File: config.mk
export PLATFORM = sky130hd
export DESIGN_NAME = tcp_lite_connection_fsm_top
export DESIGN_NICKNAME = d
export VERILOG_FILES = /design/src/sv/tlcf_pkg.sv /design/src/sv/tlcf_front.sv /design/src/sv/tlcf_queue.sv /design/src/sv/tlcf_back.sv /design/src/sv/tcp_lite_connection_fsm_top.sv
export SDC_FILE = /design/constraint.sdc
export NUM_CORES = 1
export LEC_CHECK = 0
export BUFFER_PORTS_ARGS = -buffer_cell sky130_fd_sc_hd__buf_2
export CAP_MARGIN = 40
export CORE_MARGIN = 2
export CORE_UTILIZATION = 60
export CTS_CLUSTER_DIAMETER = 30
export CTS_CLUSTER_SIZE = 12
export DETAILED_ROUTE_END_ITERATION = 10
export GPL_TIMING_DRIVEN = 0
export MAX_ROUTING_LAYER = met4
export PLACE_DENSITY = 0.79
export SYNTH_ARGS = -nofsm -noshare
export SYNTH_HDL_FRONTEND = slang
export SYNTH_SLANG_ARGS = --single-unit
File: constraint.sdc
create_clock -name clk -period 11.2 [get_ports clk]
set_input_delay 1.12 -clock clk [delete_from_list [all_inputs] [get_ports clk]]
set_output_delay 1.12 -clock clk [all_outputs]
set_load 0.02 [all_outputs]
File: src/sv/tlcf_pkg.sv
// Package for the simplified TCP connection endpoint.
// Holds state and event codes, the result record and its builders.
// No dependencies.
`default_nettype none
package tlcf_pkg;

  localparam int MAX_SEGMENT = 536;
  localparam int RECV_WINDOW = 3072;

  localparam int LEN_W = 10;
  localparam int WIN_W = 12;
  localparam int MAX_RES = 4;

  localparam logic [LEN_W-1:0] MAX_SEG_LEN = LEN_W'(MAX_SEGMENT);
  localparam logic [WIN_W-1:0] RECV_WIN = WIN_W'(RECV_WINDOW);

  localparam logic REG_OPEN_ACTIVE = 1'b0;
  localparam logic REG_INITIAL_SEQ = 1'b1;

  localparam logic [7:0] F_FIN = 8'h01;
  localparam logic [7:0] F_SYN = 8'h02;
  localparam logic [7:0] F_ACK = 8'h10;

  localparam logic [1:0] CMD_OPEN  = 2'd0;
  localparam logic [1:0] CMD_DATA  = 2'd1;
  localparam logic [1:0] CMD_SEG   = 2'd2;
  localparam logic [1:0] CMD_CLOSE = 2'd3;

  localparam logic [1:0] KIND_SEND    = 2'd0;
  localparam logic [1:0] KIND_DELIVER = 2'd1;
  localparam logic [1:0] KIND_FIN     = 2'd2;
  localparam logic [1:0] KIND_ERROR   = 2'd3;

  localparam logic [2:0] ERR_HANDSHAKE  = 3'd1;
  localparam logic [2:0] ERR_CLOSE_WAIT = 3'd2;
  localparam logic [2:0] ERR_NOT_ACK    = 3'd3;
  localparam logic [2:0] ERR_BAD_CLOSE  = 3'd4;
  localparam logic [2:0] ERR_OVER_WIN   = 3'd5;
  localparam logic [2:0] ERR_ZERO_WIN   = 3'd6;

  localparam logic [3:0] ST_IDLE       = 4'd0;
  localparam logic [3:0] ST_SYN_SENT   = 4'd1;
  localparam logic [3:0] ST_LISTEN     = 4'd2;
  localparam logic [3:0] ST_SYN_RCVD   = 4'd3;
  localparam logic [3:0] ST_EST        = 4'd4;
  localparam logic [3:0] ST_FIN_WAIT1  = 4'd5;
  localparam logic [3:0] ST_FIN_WAIT2  = 4'd6;
  localparam logic [3:0] ST_CLOSING    = 4'd7;
  localparam logic [3:0] ST_CLOSE_WAIT = 4'd8;
  localparam logic [3:0] ST_LAST_ACK   = 4'd9;
  localparam logic [3:0] ST_CLOSED     = 4'd10;

  typedef struct packed {
    logic [1:0]       kind;
    logic [7:0]       flags;
    logic [31:0]      seq;
    logic [31:0]      ack;
    logic [WIN_W-1:0] window;
    logic [LEN_W-1:0] len;
    logic [2:0]       err;
  } res_t;

  typedef struct packed {
    res_t [MAX_RES-1:0] res;
    logic [2:0]         cnt;
    logic               done;
  } bundle_t;

  function automatic res_t mk_seg(input logic [7:0] f, input logic [31:0] sq,
                                  input logic [31:0] ak, input logic [WIN_W-1:0] w,
                                  input logic [LEN_W-1:0] l);
    res_t r;
    r.kind   = KIND_SEND;
    r.flags  = f;
    r.seq    = sq;
    r.ack    = ak;
    r.window = w;
    r.len    = (f != 8'h00) ? '0 : l;
    r.err    = '0;
    return r;
  endfunction

  function automatic res_t mk_note(input logic [1:0] k, input logic [LEN_W-1:0] l);
    res_t r;
    r        = '0;
    r.kind   = k;
    r.len    = l;
    return r;
  endfunction

  function automatic res_t mk_err(input logic [2:0] code);
    res_t r;
    r      = '0;
    r.kind = KIND_ERROR;
    r.err  = code;
    return r;
  endfunction

endpackage
`default_nettype wire

File: src/sv/tlcf_front.sv
// Front end: accepts events, keeps the connection state and builds the
// results of each event as one bundle. Depends on tlcf_pkg.
`default_nettype none
module tlcf_front
  import tlcf_pkg::*;
(
  input  wire logic             clk,
  input  wire logic             rst,
  input  wire logic             cfg_wr_en,
  input  wire logic             cfg_index,
  input  wire logic [7:0]       cfg_data,
  input  wire logic             accept,
  input  wire logic [1:0]       cmd,
  input  wire logic [7:0]       seg_flags,
  input  wire logic [31:0]      seg_seq,
  input  wire logic [31:0]      seg_ack,
  input  wire logic [15:0]      seg_window,
  input  wire logic [LEN_W-1:0] payload_len,
  output logic                  push,
  output bundle_t               bundle
);

  logic        open_active;
  logic [7:0]  initial_seq;
  logic [3:0]  conn_state, conn_state_next;
  logic [31:0] send_seq, send_seq_next;
  logic [31:0] recv_ack, recv_ack_next;
  logic [15:0] peer_window, peer_window_next;
  logic        done_flag, done_flag_next;

  logic [LEN_W-1:0] pl;
  logic [WIN_W-1:0] fw;
  logic [31:0]      ack_inc, ack_base, ack_new;
  logic             fl_ack, fl_syn, fl_fin;
  res_t [MAX_RES-1:0] res;
  logic [2:0]       n;

  always_ff @(posedge clk) begin
    if (rst) begin
      open_active <= 1'b0;
      initial_seq <= 8'd1;
    end else if (cfg_wr_en) begin
      if (cfg_index == REG_OPEN_ACTIVE) begin
        open_active <= cfg_data[0];
      end else begin
        initial_seq <= cfg_data;
      end
    end
  end

  always_comb begin
    pl       = (payload_len > MAX_SEG_LEN) ? MAX_SEG_LEN : payload_len;
    fw       = RECV_WIN - WIN_W'(pl);
    fl_ack   = (seg_flags & F_ACK) != 8'h00;
    fl_syn   = (seg_flags & F_SYN) != 8'h00;
    fl_fin   = (seg_flags & F_FIN) != 8'h00;
    if (seg_flags == F_ACK) begin
      ack_inc = '0;
    end else if (seg_flags != 8'h00) begin
      ack_inc = 32'd1;
    end else begin
      ack_inc = 32'(pl);
    end
    ack_base = (conn_state == ST_SYN_SENT || conn_state == ST_LISTEN) ? seg_seq : recv_ack;
    ack_new  = ack_base + ack_inc;

    conn_state_next  = conn_state;
    send_seq_next    = send_seq;
    recv_ack_next    = recv_ack;
    peer_window_next = peer_window;
    done_flag_next   = done_flag;
    res              = '0;
    n                = '0;

    case (cmd)
      CMD_OPEN: begin
        if (conn_state == ST_IDLE) begin
          send_seq_next = 32'(initial_seq);
          if (open_active) begin
            res[0]          = mk_seg(F_SYN, 32'(initial_seq), recv_ack, RECV_WIN, '0);
            n               = 3'd1;
            send_seq_next   = 32'(initial_seq) + 32'd1;
            conn_state_next = ST_SYN_SENT;
          end else begin
            conn_state_next = ST_LISTEN;
          end
        end
      end
      CMD_DATA: begin
        if (conn_state == ST_EST) begin
          n = 3'd1;
          if (16'(pl) > peer_window) begin
            res[0] = mk_err(ERR_OVER_WIN);
          end else begin
            res[0]        = mk_seg(8'h00, send_seq, recv_ack, RECV_WIN, pl);
            send_seq_next = send_seq + 32'(pl);
          end
        end
      end
      CMD_CLOSE: begin
        n = 3'd1;
        if (conn_state == ST_EST || conn_state == ST_CLOSE_WAIT) begin
          res[0]          = mk_seg(F_FIN, send_seq, recv_ack, RECV_WIN, '0);
          send_seq_next   = send_seq + 32'd1;
          conn_state_next = (conn_state == ST_EST) ? ST_FIN_WAIT1 : ST_LAST_ACK;
        end else begin
          res[0] = mk_err(ERR_BAD_CLOSE);
        end
      end
      default: begin
        case (conn_state)
          ST_SYN_SENT: begin
            n = 3'd1;
            if (seg_ack != send_seq) begin
              res[0] = mk_err(ERR_HANDSHAKE);
            end else begin
              recv_ack_next    = ack_new;
              peer_window_next = seg_window;
              res[0]           = mk_seg(F_ACK, send_seq, ack_new, RECV_WIN, '0);
              conn_state_next  = ST_EST;
            end
          end
          ST_LISTEN: begin
            n = 3'd1;
            if (!fl_syn) begin
              res[0] = mk_err(ERR_HANDSHAKE);
            end else begin
              recv_ack_next    = ack_new;
              peer_window_next = seg_window;
              res[0]           = mk_seg(F_SYN | F_ACK, send_seq, ack_new, RECV_WIN, '0);
              send_seq_next    = send_seq + 32'd1;
              conn_state_next  = ST_SYN_RCVD;
            end
          end
          ST_SYN_RCVD: begin
            if (seg_seq != recv_ack || seg_ack != send_seq || !fl_ack) begin
              res[0] = mk_err(ERR_HANDSHAKE);
              n      = 3'd1;
            end else begin
              recv_ack_next    = ack_new;
              peer_window_next = seg_window;
              conn_state_next  = ST_EST;
            end
          end
          ST_EST, ST_FIN_WAIT1, ST_FIN_WAIT2, ST_CLOSING, ST_CLOSE_WAIT, ST_LAST_ACK: begin
            if (seg_window == 16'd0) begin
              res[0] = mk_err(ERR_ZERO_WIN);
              n      = 3'd1;
            end else if (conn_state == ST_CLOSE_WAIT) begin
              res[0] = mk_err(ERR_CLOSE_WAIT);
              n      = 3'd1;
            end else if (conn_state == ST_CLOSING && !fl_ack) begin
              res[0] = mk_err(ERR_NOT_ACK);
              n      = 3'd1;
            end else begin
              peer_window_next = seg_window;
              recv_ack_next    = ack_new;
              case (conn_state)
                ST_EST: begin
                  if (fl_fin) begin
                    conn_state_next = ST_CLOSE_WAIT;
                    res[0] = mk_seg(F_ACK, send_seq, ack_new, fw, '0);
                    res[1] = mk_note(KIND_FIN, '0);
                    res[2] = mk_seg(F_ACK, send_seq, ack_new, fw, '0);
                    n      = 3'd3;
                  end else if (seg_flags != F_ACK) begin
                    res[0] = mk_seg(F_ACK, send_seq, ack_new, fw, '0);
                    n      = 3'd1;
                  end
                end
                ST_FIN_WAIT1: begin
                  if (fl_ack) begin
                    conn_state_next = ST_FIN_WAIT2;
                    res[0] = mk_note(KIND_FIN, '0);
                    n      = 3'd1;
                  end else if (fl_fin) begin
                    conn_state_next = ST_CLOSING;
                    res[0] = mk_seg(F_ACK, send_seq, ack_new, fw, '0);
                    res[1] = mk_note(KIND_FIN, '0);
                    n      = 3'd2;
                  end
                end
                ST_FIN_WAIT2: begin
                  if (fl_fin) begin
                    res[0]          = mk_seg(F_ACK, send_seq, ack_new, fw, '0);
                    n               = 3'd1;
                    conn_state_next = ST_CLOSED;
                    done_flag_next  = 1'b1;
                  end
                end
                default: begin
                  if (fl_ack) begin
                    conn_state_next = ST_CLOSED;
                    done_flag_next  = 1'b1;
                  end
                end
              endcase
              if (pl != '0) begin
                res[n[1:0]] = mk_note(KIND_DELIVER, pl);
                n           = n + 3'd1;
              end
            end
          end
          default: begin
          end
        endcase
      end
    endcase
  end

  always_ff @(posedge clk) begin
    if (rst) begin
      conn_state  <= ST_IDLE;
      send_seq    <= '0;
      recv_ack    <= '0;
      peer_window <= '0;
      done_flag   <= 1'b0;
    end else if (accept) begin
      conn_state  <= conn_state_next;
      send_seq    <= send_seq_next;
      recv_ack    <= recv_ack_next;
      peer_window <= peer_window_next;
      done_flag   <= done_flag_next;
    end
  end

  assign push        = accept && (n != 3'd0);
  assign bundle.res  = res;
  assign bundle.cnt  = n;
  assign bundle.done = done_flag_next;

endmodule
`default_nettype wire

File: src/sv/tlcf_queue.sv
// Two-entry queue of result bundles between the front and back ends.
// Depends on tlcf_pkg.
`default_nettype none
module tlcf_queue
  import tlcf_pkg::*;
(
  input  wire logic    clk,
  input  wire logic    rst,
  input  wire logic    push,
  input  bundle_t      push_data,
  input  wire logic    pop,
  output logic         full,
  output logic         not_empty,
  output bundle_t      head
);

  bundle_t    entry [2];
  logic       wr_ptr;
  logic       rd_ptr;
  logic [1:0] count;

  always_ff @(posedge clk) begin
    if (push) begin
      entry[wr_ptr] <= push_data;
    end
  end

  always_ff @(posedge clk) begin
    if (rst) begin
      wr_ptr <= 1'b0;
      rd_ptr <= 1'b0;
      count  <= '0;
    end else begin
      if (push) begin
        wr_ptr <= ~wr_ptr;
      end
      if (pop) begin
        rd_ptr <= ~rd_ptr;
      end
      if (push && !pop) begin
        count <= count + 2'd1;
      end else if (pop && !push) begin
        count <= count - 2'd1;
      end
    end
  end

  assign full      = count == 2'd2;
  assign not_empty = count != 2'd0;
  assign head      = entry[rd_ptr];

endmodule
`default_nettype wire

File: src/sv/tlcf_back.sv
// Back end: steps through the results of the head bundle, one word per cycle while out_ready is high.
// Depends on tlcf_pkg.
`default_nettype none
module tlcf_back
  import tlcf_pkg::*;
(
  input  wire logic  clk,
  input  wire logic  rst,
  input  wire logic  head_valid,
  input  bundle_t    head,
  output logic       pop,
  output logic       out_valid,
  input  wire logic  out_ready,
  output res_t       out_res,
  output logic       out_done,
  output logic       out_last
);

  logic [1:0] idx;

  assign out_valid = head_valid;
  assign out_res   = head.res[idx];
  assign out_done  = head.done;
  assign out_last  = ({1'b0, idx} + 3'd1) == head.cnt;
  assign pop       = out_valid && out_ready && out_last;

  always_ff @(posedge clk) begin
    if (rst) begin
      idx <= '0;
    end else if (out_valid && out_ready) begin
      idx <= out_last ? 2'd0 : idx + 2'd1;
    end
  end

endmodule
`default_nettype wire

File: src/sv/tcp_lite_connection_fsm_top.sv
// Top level of the simplified TCP connection endpoint.
// An accepted event's results are registered in the queue as one bundle before its first word is offered.
// Result words leave one per cycle while m_tready is high; an event yields 0 to 4 results.
// Events are taken every cycle while the two-bundle result queue has room.
// Reset: state IDLE, sequence and acknowledge numbers zero, passive open,
// initial_seq 1, queue empty. Depends on tlcf_pkg, tlcf_front, tlcf_queue, tlcf_back.
`default_nettype none
module tcp_lite_connection_fsm_top
  import tlcf_pkg::*;
(
  input  wire logic         clk,
  input  wire logic         rst,
  input  wire logic         cfg_wr_en,
  input  wire logic         cfg_index,
  input  wire logic [7:0]   cfg_data,
  input  wire logic         s_tvalid,
  output logic              s_tready,
  // seg_flags, seg_seq, seg_ack, seg_window, payload_len, zero fill
  input  wire logic [103:0] s_tdata,
  // cmd
  input  wire logic [1:0]   s_tuser,
  output logic              m_tvalid,
  input  wire logic         m_tready,
  // out_flags, out_seq, out_ack, out_window, out_len, err_code, conn_done, zero fill
  output logic [103:0]      m_tdata,
  // kind
  output logic [1:0]        m_tuser,
  output logic              m_tlast
);

  logic    accept;
  logic    push;
  bundle_t bundle;
  logic    q_full;
  logic    q_valid;
  bundle_t q_head;
  logic    pop;
  res_t    out_res;
  logic    out_done;

  assign s_tready = !q_full;
  assign accept   = s_tvalid && s_tready;

  tlcf_front u_front (
    .clk         (clk),
    .rst         (rst),
    .cfg_wr_en   (cfg_wr_en),
    .cfg_index   (cfg_index),
    .cfg_data    (cfg_data),
    .accept      (accept),
    .cmd         (s_tuser),
    .seg_flags   (s_tdata[7:0]),
    .seg_seq     (s_tdata[39:8]),
    .seg_ack     (s_tdata[71:40]),
    .seg_window  (s_tdata[87:72]),
    .payload_len (s_tdata[97:88]),
    .push        (push),
    .bundle      (bundle)
  );

  tlcf_queue u_queue (
    .clk       (clk),
    .rst       (rst),
    .push      (push),
    .push_data (bundle),
    .pop       (pop),
    .full      (q_full),
    .not_empty (q_valid),
    .head      (q_head)
  );

  tlcf_back u_back (
    .clk        (clk),
    .rst        (rst),
    .head_valid (q_valid),
    .head       (q_head),
    .pop        (pop),
    .out_valid  (m_tvalid),
    .out_ready  (m_tready),
    .out_res    (out_res),
    .out_done   (out_done),
    .out_last   (m_tlast)
  );

  assign m_tuser = out_res.kind;
  assign m_tdata = {6'b0, out_done, out_res.err, out_res.len, out_res.window,
                    out_res.ack, out_res.seq, out_res.flags};

endmodule
`default_nettype wire
# Yosys cells after proc, flatten, opt, wreduce, memory -nomap -nowiden
# Memory sizes are Yosys's and may differ from the RTL's. A register that Yosys moved wholly into a read port is not among the register bits.
# Index checks and enable logic that the tools add are counted.
dict set report word_totals {
  mem_bits_rw 800
  inputBits 120
  wordCells 235
  reg_bits 100
  n_memories 1
  output_inout_bits 109
}
dict set report op_classes {
  n_eq_ne 37
  n_mux 129
  bitwise 5
  addsub 10
  n_reduce_logical 37
  order_cmp 5
}
# memory words word_bits read_ports rd_ports_with_merged_regs wr line
set mem_list {}
lappend mem_list {u_queue.entry 2 400 1 1 1 tlcf_queue.sv:17} ;# bundle_t entry [2];
# operator count
set ops {}
lappend ops {{99-bit two-way mux} 30}
lappend ops {{297-bit two-way mux} 5}
lappend ops {{99-bit one-hot mux with 3 select lines} 2}
lappend ops {{32-bit two-way mux} 15}
lappend ops {{396-bit bitwise mux} 1}
lappend ops {{396-bit two-way mux} 1}
lappend ops {{99-bit one-hot mux with 4 select lines} 1}
lappend ops {{94-bit two-way mux} 3}
lappend ops {{99-bit binary-select mux with 2-bit select} 1}
lappend ops {{99-bit demux with 2-bit select} 1}
lappend ops {{198-bit two-way mux} 1}
lappend ops {{99-bit one-hot mux with 2 select lines} 1}
lappend ops {{193-bit two-way mux} 1}
lappend ops {{32-bit one-hot mux with 4 select lines} 1}
lappend ops {{16-bit two-way mux} 6}
lappend ops {{32-bit one-hot mux with 3 select lines} 1}
lappend ops {{91-bit two-way mux} 1}
lappend ops {{32-bit != test} 2}
lappend ops {{16-bit one-hot mux with 4 select lines} 1}
lappend ops {{4-bit two-way mux} 14}
lappend ops {{3-bit two-way mux} 11}
lappend ops {{32-bit by 1-bit adder with 32-bit output (second input constant)} 1}
lappend ops {{32-bit by 10-bit adder with 32-bit output} 1}
lappend ops {{32-bit adder} 1}
lappend ops {{other kinds (53)} 120}

# Depth between registers and ports, before layout
# Gate-level depths: netlist (run 1).
dict set report logic_depth {
  ltp_word 22
  depth_mapped 20
}

# Hierarchy
# Synthesis (run 1) repeated with hierarchy kept, for this count alone.
dict set report hier_totals {
  cells_unflattened 2992
  hier_area_um2 45019.4
}
# module cells_per_inst seq_area_each_um2 area_per_inst_um2 instances
set by_module_without_submodules {}
lappend by_module_without_submodules {tlcf_queue 1267 24123.1 31128.6 1}
lappend by_module_without_submodules {tlcf_front 1574 1881.8 11267.1 1}
lappend by_module_without_submodules {tlcf_back 141 40.0 2557.5 1}
lappend by_module_without_submodules {tcp_lite_connection_fsm_top 10 0.0 66.3 1}

# Worst setup path before layout (run 1)
# Ideal clock, no wire load.
dict set report synth_path {
  kind {input to register}
  start {in s_tdata[96]}
  end {mem u_queue.entry[0][0] (netlist name), enable pin}
  t_required_ns 10.605
  setup_time_ns 0.595
  path_slack_ns 2.311
  arrival_ns 8.294
  n_path_buf 2
  cell_stages 15
  path_cell_list {or4_1 > buf_2 > o21ai_0 > and2_1 > inv_1 > ha_1 > nand2b_1 > or3_1 > buf_6 > inv_2 > xnor2_1 > a21oi_1 > a221oi_1 > a21oi_2 > and2_1}
}
dict set report synth_between {
  elab_chain_cells 13
}
# item line
set synth_lines {}
lappend synth_lines {{from (decl)} tcp_lite_connection_fsm_top.sv:19} ;# input wire logic [103:0] s_tdata,
lappend synth_lines {{10-bit > comparator} tlcf_front.sv:52} ;# pl = (payload_len > MAX_SEG_LEN) ? MAX_SEG_LEN : payload_len;
lappend synth_lines {{10-bit two-way mux *} tlcf_front.sv:52}
lappend synth_lines {{10-bit nonzero test *} tlcf_front.sv:198} ;# if (pl != '0) begin
lappend synth_lines {{3-bit two-way mux *} tlcf_front.sv:198}
lappend synth_lines {{3-bit two-way mux *} tlcf_front.sv:152} ;# end else if (conn_state == ST_CLOSING && !fl_ack) begin
lappend synth_lines {{3-bit two-way mux *} tlcf_front.sv:149} ;# end else if (conn_state == ST_CLOSE_WAIT) begin
lappend synth_lines {{3-bit two-way mux *} tlcf_front.sv:146} ;# if (seg_window == 16'd0) begin
lappend synth_lines {{3-bit one-hot mux with 3 select lines *} tlcf_front.sv:111} ;# case (conn_state)
lappend synth_lines {{3-bit one-hot mux with 3 select lines *} tlcf_front.sv:75} ;# case (cmd)
lappend synth_lines {{3-bit nonzero test *} tlcf_front.sv:227} ;# assign push = accept && (n != 3'd0);
lappend synth_lines {{1-bit logical AND *} tlcf_front.sv:227}
lappend synth_lines {{named net push} tcp_lite_connection_fsm_top.sv:32} ;# logic push;
lappend synth_lines {{1-bit two-way mux *} tlcf_queue.sv:23} ;# if (push) begin
lappend synth_lines {{1-bit two-way mux (not written as such) *} tlcf_queue.sv:24} ;# entry[wr_ptr] <= push_data;
lappend synth_lines {{to (decl)} tlcf_queue.sv:17}
# The timed path passes the listed nets; every way through them passes the cells marked *.

==> metrics.md, run 1 <==
| Metric | Value |
|---|---|
| Status | completed |
| DRT iter0 DRCs | 2047 |
| Setup bufs post-CTS | 0 |
| Die ar. | 0.04442 mm^2 |
| Largest net degree at the start of global routing | 66 |
| Total power | 5.562 mW |
| Hold Path Class | flip-flop to flip-flop |
| Seq cells post-synth | 517 |
| Post-Layout Cell Count | 3035 |
| RR Startpoint | u_front.conn_state[0] |
| Num rows | 75 |
| Cts bufs inserted | 100 |
| Crit path time final | 6.093 ns |
| GP Congestion | 1.002 |
| Worst-Skew Late Latency | 0.65 ns |
| Critical Path Sink Type | flip-flop |
| Setup WS pre-CTS | 4.905 ns |
| Setup CP Type | flip-flop to flip-flop |
| Slowest stage cell, crit path | o21bai_1 |
| Resized cells post-CTS | 0 |
| Filler cells | 2707 |
| Yosys synthesis warning count | 0 |
| Number of synthesized flops with an enable pin | 416 |
| Initial antenna violation count | 4 |
| Net Sw Power | 1.418 mW |
| End-of-flow core utilization | 0.7388 |
| First-pass GRT wire length | 112200 um |
| Fin nets | 2568 |
| Clock power share | 0.512 |
| Sequential share of power | 0.390 |
| Post-Synth Adder-Cell Area | 0.02254 |
| CP Max Fanout | 10 |
| Core area | 0.04204 mm^2 |
| RSZ-0062 raised after global routing | false |
| Post-placement cell area | 0.02778 mm^2 |
| Synth Instances | 2060 |
| Critical path origin | u_front.conn_state[0] |
| Worst slew pin tran | 0.9553 ns |
| CTS tree | built |
| Buf/Inv on CP | 4 |
| Largest family of logic cells by synthesized area | simple AND/OR/NAND/NOR gates |
| Final ANT Viol Nets | 0 |
| Port Buffers | 206 |
| Layout cells sized above 1 | 0.2274 |
| Final WL | 75530 um |
| Cell variety after synth | 84 |
| Net Sw Frac | 0.2549 |
| Root Buffer | clkbuf_16 |
| Mapped Area | 0.02565 mm^2 |
| # H-tree levels | 3 |
| Die H | 210.8 um |
| Ys flop type | edfxtp_1 |
| Worst path required time | 11.53 ns |
| Total Neg Setup Slack | 0 ns |
| Comb pwr share | 0.099 |
| Pwr per Cell Area | 179.1 mW/mm^2 |
| Sequential area share after synthesis | 0.5659 |
| Avg Inst Size Synth | 12.45 um^2 |
| Total GRT Usage | 0.3505 |
| Internal power | 4.144 mW |
| Slew Limit Fails | 0 |
| # DRC | 0 |
| Cell Chain, Critical Path | buf_2 > xnor2_1 > nor2_2 > buf_2 > clkbuf_1 > buf_1 > nand2_1 > nand2_1 > ha_1 > a211oi_1 > or4_1 > nand2_1 > o21bai_1 > nor2_1 > xor2_1 > a21boi_0 > o21ai_0 |
| DR WL/cell | 24.89 um |
| Maximum vdd drop | 0.0001480 V |
| Die width | 210.8 um |
| Crit-path max cell delay | 0.77 ns |
| CTS sink count | 517 |
| Slew margin rel. | 0.3631 |
| Multiplexer area fraction after synthesis | 0.1216 |
| IO Count | 229 |
| Crit path top cell by count | nand2_1 |
| Final Hold Viols | 0 |
| Crit path max-delay family | compound AO/OA/AOI/OAI gates |
| Drt via density | 6.263 |
| Max_cap viols | 0 |
| Synth Area in XOR/XNOR | 0.04951 |
| Worst Setup Start Kind | flip-flop |
| Clock skew | 0.04316 ns |
| Starting Density | 0.6101 |
| Static Leak | 10.40 nW |
| Final setup margin | 5.107 ns |
| Placed cell count | 2840 |
| Clk pin slew, worst setup/hold paths | 0.05 ns |
| Clock buffer depth | 3 |
| Setup violations, final | 0 |
| Min-delay src | u_front.peer_window[7] |
| Compound-Gate Fraction of Synth Area | 0.06322 |
| WHS | 0.4939 ns |
| F_max | 164.1 MHz |
| Post-route cell area | 0.03106 mm^2 |
| Layout area overhead | 21.09% |
| Dpl hpwl | 52500 um |
| GRT Residual Overflow | 0 |
| Pre-antenna DRT Iters | 5 |
| Arrival @ worst endpoint | 6.42 ns |
| Routed vias | 19010 |
| Post-route clock period utilization | 0.5440 |
| Fraction of registers with async set/reset | 0 |
| CTS Hold Buffers Added | 0 |
| Synth Area in Simple Gates | 0.1447 |
| Vias in the first global route | 19050 |
==> power groups by stage <==
stage          logic, mW  clock network [mW]  registers (mW)
3_5_place_dp       0.537                   0            2.20
6_report           0.549                2.85            2.17
2_1_floorplan      0.338                   0            2.20
3_3_place_gp       0.518                   0            2.21
5_1_grt            0.581                2.95            2.17
4_1_cts            0.543                2.86            2.17
==> registers in the layout, indices dropped and copies added, names as in the netlist, named ones only <==
register and count:
u_queue.entry 416, u_queue.count 2, u_queue.rd_ptr 1, u_queue.wr_ptr 1
u_front.open_active 1, u_front.done_flag 1, u_front.peer_window 16, u_back.idx 2
u_front.conn_state 4, u_front.recv_ack 32, u_front.initial_seq 8, u_front.send_seq 32
==> cells by family after synthesis <==
kind of cell    count (synthesis)
buf+inv                       190
other cells                     1
flops                         517
fa+ha+maj                      45
mux                           187
compound gates                236
xor+xnor                      145
simple gates                  739
==> worst paths after layout <==
path | cells after the start | end | slack (ns)
worst max-delay path | 17 | u_queue.entry[1][52] | 5.11
worst min-delay path | 2 | u_front.peer_window[7] | 0.49
worst max register to register | 17 | u_queue.entry[1][52] | 5.11
worst min register to register | 2 | u_front.peer_window[7] | 0.49
==> layout by cell type (no fill, tap or decap), types with 49 or more instances in the layout <==
master and count:
a21oi_1 58, and2_1 80, buf_2 225, clkbuf_1 98, clkbuf_16 101, dfxtp_1 101
edfxtp_1 416, inv_1 49, mux2i_1 73, mux4_2 98, nand2_1 121, nor2_1 239
nor2b_1 87, xnor2_1 124
==> cell usage after synthesis (13+ instances only) <==
cell      number  area, um^2
a211oi_1      17       127.6
nand3_1       41       205.2
nor4_1        28       175.2
xnor2_1      124        1086
edfxtp_1     416       12490
mux2_2        15       168.9
inv_1         49       183.9
mux2i_1       73       730.7
dfxtp_1      101        2022
buf_4         14       105.1
or3_1         13       81.33
nor3_1        31       155.2
buf_1         18       67.56
a22o_1        29       254.0
nor2_1       239       897.1
and3_1        17       106.4
xor2_1        21       183.9
a21oi_1       58       290.3
nor2b_1       87       544.3
nand2_1      121       454.2
and2_1        82       513.0
clkbuf_1      81       304.0
buf_2         18       90.09
nand4_1       32       200.2
ha_1          43       538.0
o21ai_0       41       205.2
mux4_2        98        2207
==> final cells by class <==
type,instances,area (um^2),area share
buffer,138,633.1,0.02039
clock inverter,66,613.1,0.01974
timing repair buffer,231,1415,0.04556
inverter,52,197.7,0.006365
multi-input combinational,1363,10350,0.3331
clock buffer,122,2646,0.08521
antenna,7,17.52,0.0005640
sequential,517,14510,0.4673
tap,539,674.4,0.02171
==> worst min-delay path, cell delays in order (launching register included) <==
cell     delay (ns)
dfxtp_1        0.32
mux2i_1        0.06
nor2_1         0.07
==> routing by layer <==
metal	global-route usage	up-vias	wire, um
li1	-	8320	-
met3	0.05605	203	6425
met2	0.5560	1087	36480
met4	0.1501	0	2835
met1	0.4533	9398	29790
met5	-	-	0
Power figures use the tool's default switching activity.
==> run 2, diff against run 1 <==
==> constraint.sdc (replaced) <==
create_clock -name clk -period 6.1 [get_ports clk]
set_input_delay 0.61 -clock clk [delete_from_list [all_inputs] [get_ports clk]]
set_output_delay 0.61 -clock clk [all_outputs]
set_load 0.02 [all_outputs]
==> metrics.md, run 2 (same netlist as run 1, synthesis figures left out) <==
| Metric | Value |
|---|---|
| Status | completed |
| Crit path time final | 5.832 ns |
| Total GRT Usage | 0.3520 |
| Worst-Skew Late Latency | 0.66 ns |
| Commonest cells after routing, fill and taps aside | edfxtp_1, nor2_1, buf_2 |
| Buf/Inv on CP | 4 |
| IO Count | 229 |
| Most common cell after layout, fill and taps aside | edfxtp_1 |
| Arrival @ worst endpoint | 6.15 ns |
| Drt via density | 6.258 |
| Initial antenna violation count | 3 |
| CP Max Fanout | 10 |
| Final Hold Viols | 0 |
| CTS sink count | 517 |
| Dpl hpwl | 52060 um |
| # DRC | 0 |
| DRT iter0 DRCs | 1839 |
| Routed vias | 18990 |
| CTS Hold Buffers Added | 0 |
| Num rows | 75 |
| Setup violations, final | 0 |
| GP Congestion | 0.9907 |
| CTS tree | built |
| Worst path required time | 6.42 ns |
| Pwr per Cell Area | 341.8 mW/mm^2 |
| End-of-flow core utilization | 0.7474 |
| Die width | 210.8 um |
| Clk pin slew, worst setup/hold paths | 0.05 ns |
| Max_cap viols | 0 |
| Static Leak | 10.58 nW |
| Starting Density | 0.6101 |
| Slew margin rel. | 0.3550 |
| Die H | 210.8 um |
| First-pass GRT wire length | 112700 um |
| Worst slew pin tran | 0.9674 ns |
| Final WL | 75170 um |
| Crit path max-delay family | simple AND/OR/NAND/NOR gates |
| Clock skew | 0.06083 ns |
| Clock buffer depth | 3 |
| RSZ-0062 raised after global routing | false |
| Core area | 0.04204 mm^2 |
| Port Buffers | 206 |
| Cts bufs inserted | 102 |
| Post-route clock period utilization | 0.9561 |
| DR WL/cell | 24.77 um |
| Die ar. | 0.04442 mm^2 |
| F_max | 171.5 MHz |
| WHS | 0.2166 ns |
| Maximum vdd drop | 0.0003373 V |
| Biggest regs | u_queue.entry x416, u_front.recv_ack x32, u_front.send_seq x32 |
| Resized cells post-CTS | 0 |
| GRT Residual Overflow | 0 |
| Largest net degree at the start of global routing | 63 |
| # H-tree levels | 3 |
| Root Buffer | clkbuf_16 |
| Hold Path Class | primary input to flip-flop |
| Slowest stage cell, crit path | clkbuf_1 |
| Worst Setup Start Kind | flip-flop |
| Fin nets | 2571 |
| Crit-path max cell delay | 0.54 ns |
| Number of flip-flops in the largest register | 416 |
| Final ANT Viol Nets | 0 |
| Vias in the first global route | 19200 |
| Setup CP Type | flip-flop to flip-flop |
| Pre-antenna DRT Iters | 6 |
| Register bank with the most flops | u_queue.entry |
| Setup bufs post-CTS | 0 |
| Slew Limit Fails | 0 |
| Critical Path Sink Type | flip-flop |
| Layout cells sized above 1 | 0.2370 |
| Cell Chain, Critical Path | buf_2 > xnor2_1 > nor2_2 > buf_2 > clkbuf_1 > clkbuf_2 > nand2_1 > nand2_1 > ha_1 > a211o_1 > or3_1 > nor3_1 > nor2_1 > nand4_1 > xnor2_1 > mux2i_1 > o21ai_0 |
| Layout area overhead | 22.51% |
-- run 2: changes by cell type in the layout (fill, tap and decap cells not counted), moves of 3 or more --
| cell | change |
|---|---|
| bufinv_16 | +5 |
| clkbuf_1 | -9 |
| clkbuf_16 | +3 |
| clkbuf_8 | +10 |
| clkinv_1 | -9 |
| clkinv_16 | +3 |
| clkinv_4 | +3 |
| diode_2 | -5 |
-- run 2: path summary, 6_finish.rpt --
kind	start	end	slack, ns	cells after the start
worst max-delay path	u_front.conn_state[1]	u_queue.entry[1][49]	0.27	17
worst max register to register	u_front.conn_state[1]	u_queue.entry[1][49]	0.27	17
worst min-delay path	cfg_data[7]	u_front.initial_seq[7]	0.22	3
worst min register to register	u_front.peer_window[11]	u_front.peer_window[11]	0.52	2
-- run 2: per-layer routing --
metal / wire [um] / track usage / share of wire / vias to the layer above
met5: 0 / - / 0 / -
met4: 2894 / 0.1314 / 0.039 / 0
met3: 6350 / 0.06690 / 0.084 / 200
met2: 36180 / 0.5641 / 0.48 / 998
met1: 29740 / 0.4512 / 0.40 / 9443
li1: - / - / - / 8353
-- run 2: through the flow --
stage	area [um^2]	setup TNS (ns)	setup slack [ns]	power [mW]	cells
floorplan	25690	0	0.06716	4.650	2070
global placement	27390	-873.95	-2.164	4.999	2815
detailed placement	27770	-2.020	-0.03366	5.025	2841
CTS	31410	0	0.2086	10.75	3033
global route	31420	0	0.06018	11.00	3035
finish	31420	0	0.2676	10.74	3035
-- run 2: power by group --
group / switching (mW) / internal, mW
clock network: 2.00 / 3.76
registers: 0.0497 / 3.93
logic: 0.651 / 0.355
total: 2.70 / 8.04
-- run 2: cell type report --
cell class,count,area (um^2)
tap,539,674.4
inverter,52,197.7
timing repair buffer,232,1401
clock buffer,126,2825
sequential,517,14510
clock inverter,66,820.8
antenna,2,5.005
buffer,138,634.4
fill,2656,10620
multi-input combinational,1363,10350
-- run 2: worst register-to-register path: stages (launching register included) --
cell and delay (ns):
dfxtp_1 0.39, buf_2 0.27, xnor2_1 0.25, nor2_2 0.50, buf_2 0.40, clkbuf_1 0.55
clkbuf_2 0.39, nand2_1 0.09, nand2_1 0.09, ha_1 0.30, a211o_1 0.35, or3_1 0.32
nor3_1 0.52, nor2_1 0.36, nand4_1 0.23, xnor2_1 0.08, mux2i_1 0.26, o21ai_0 0.20
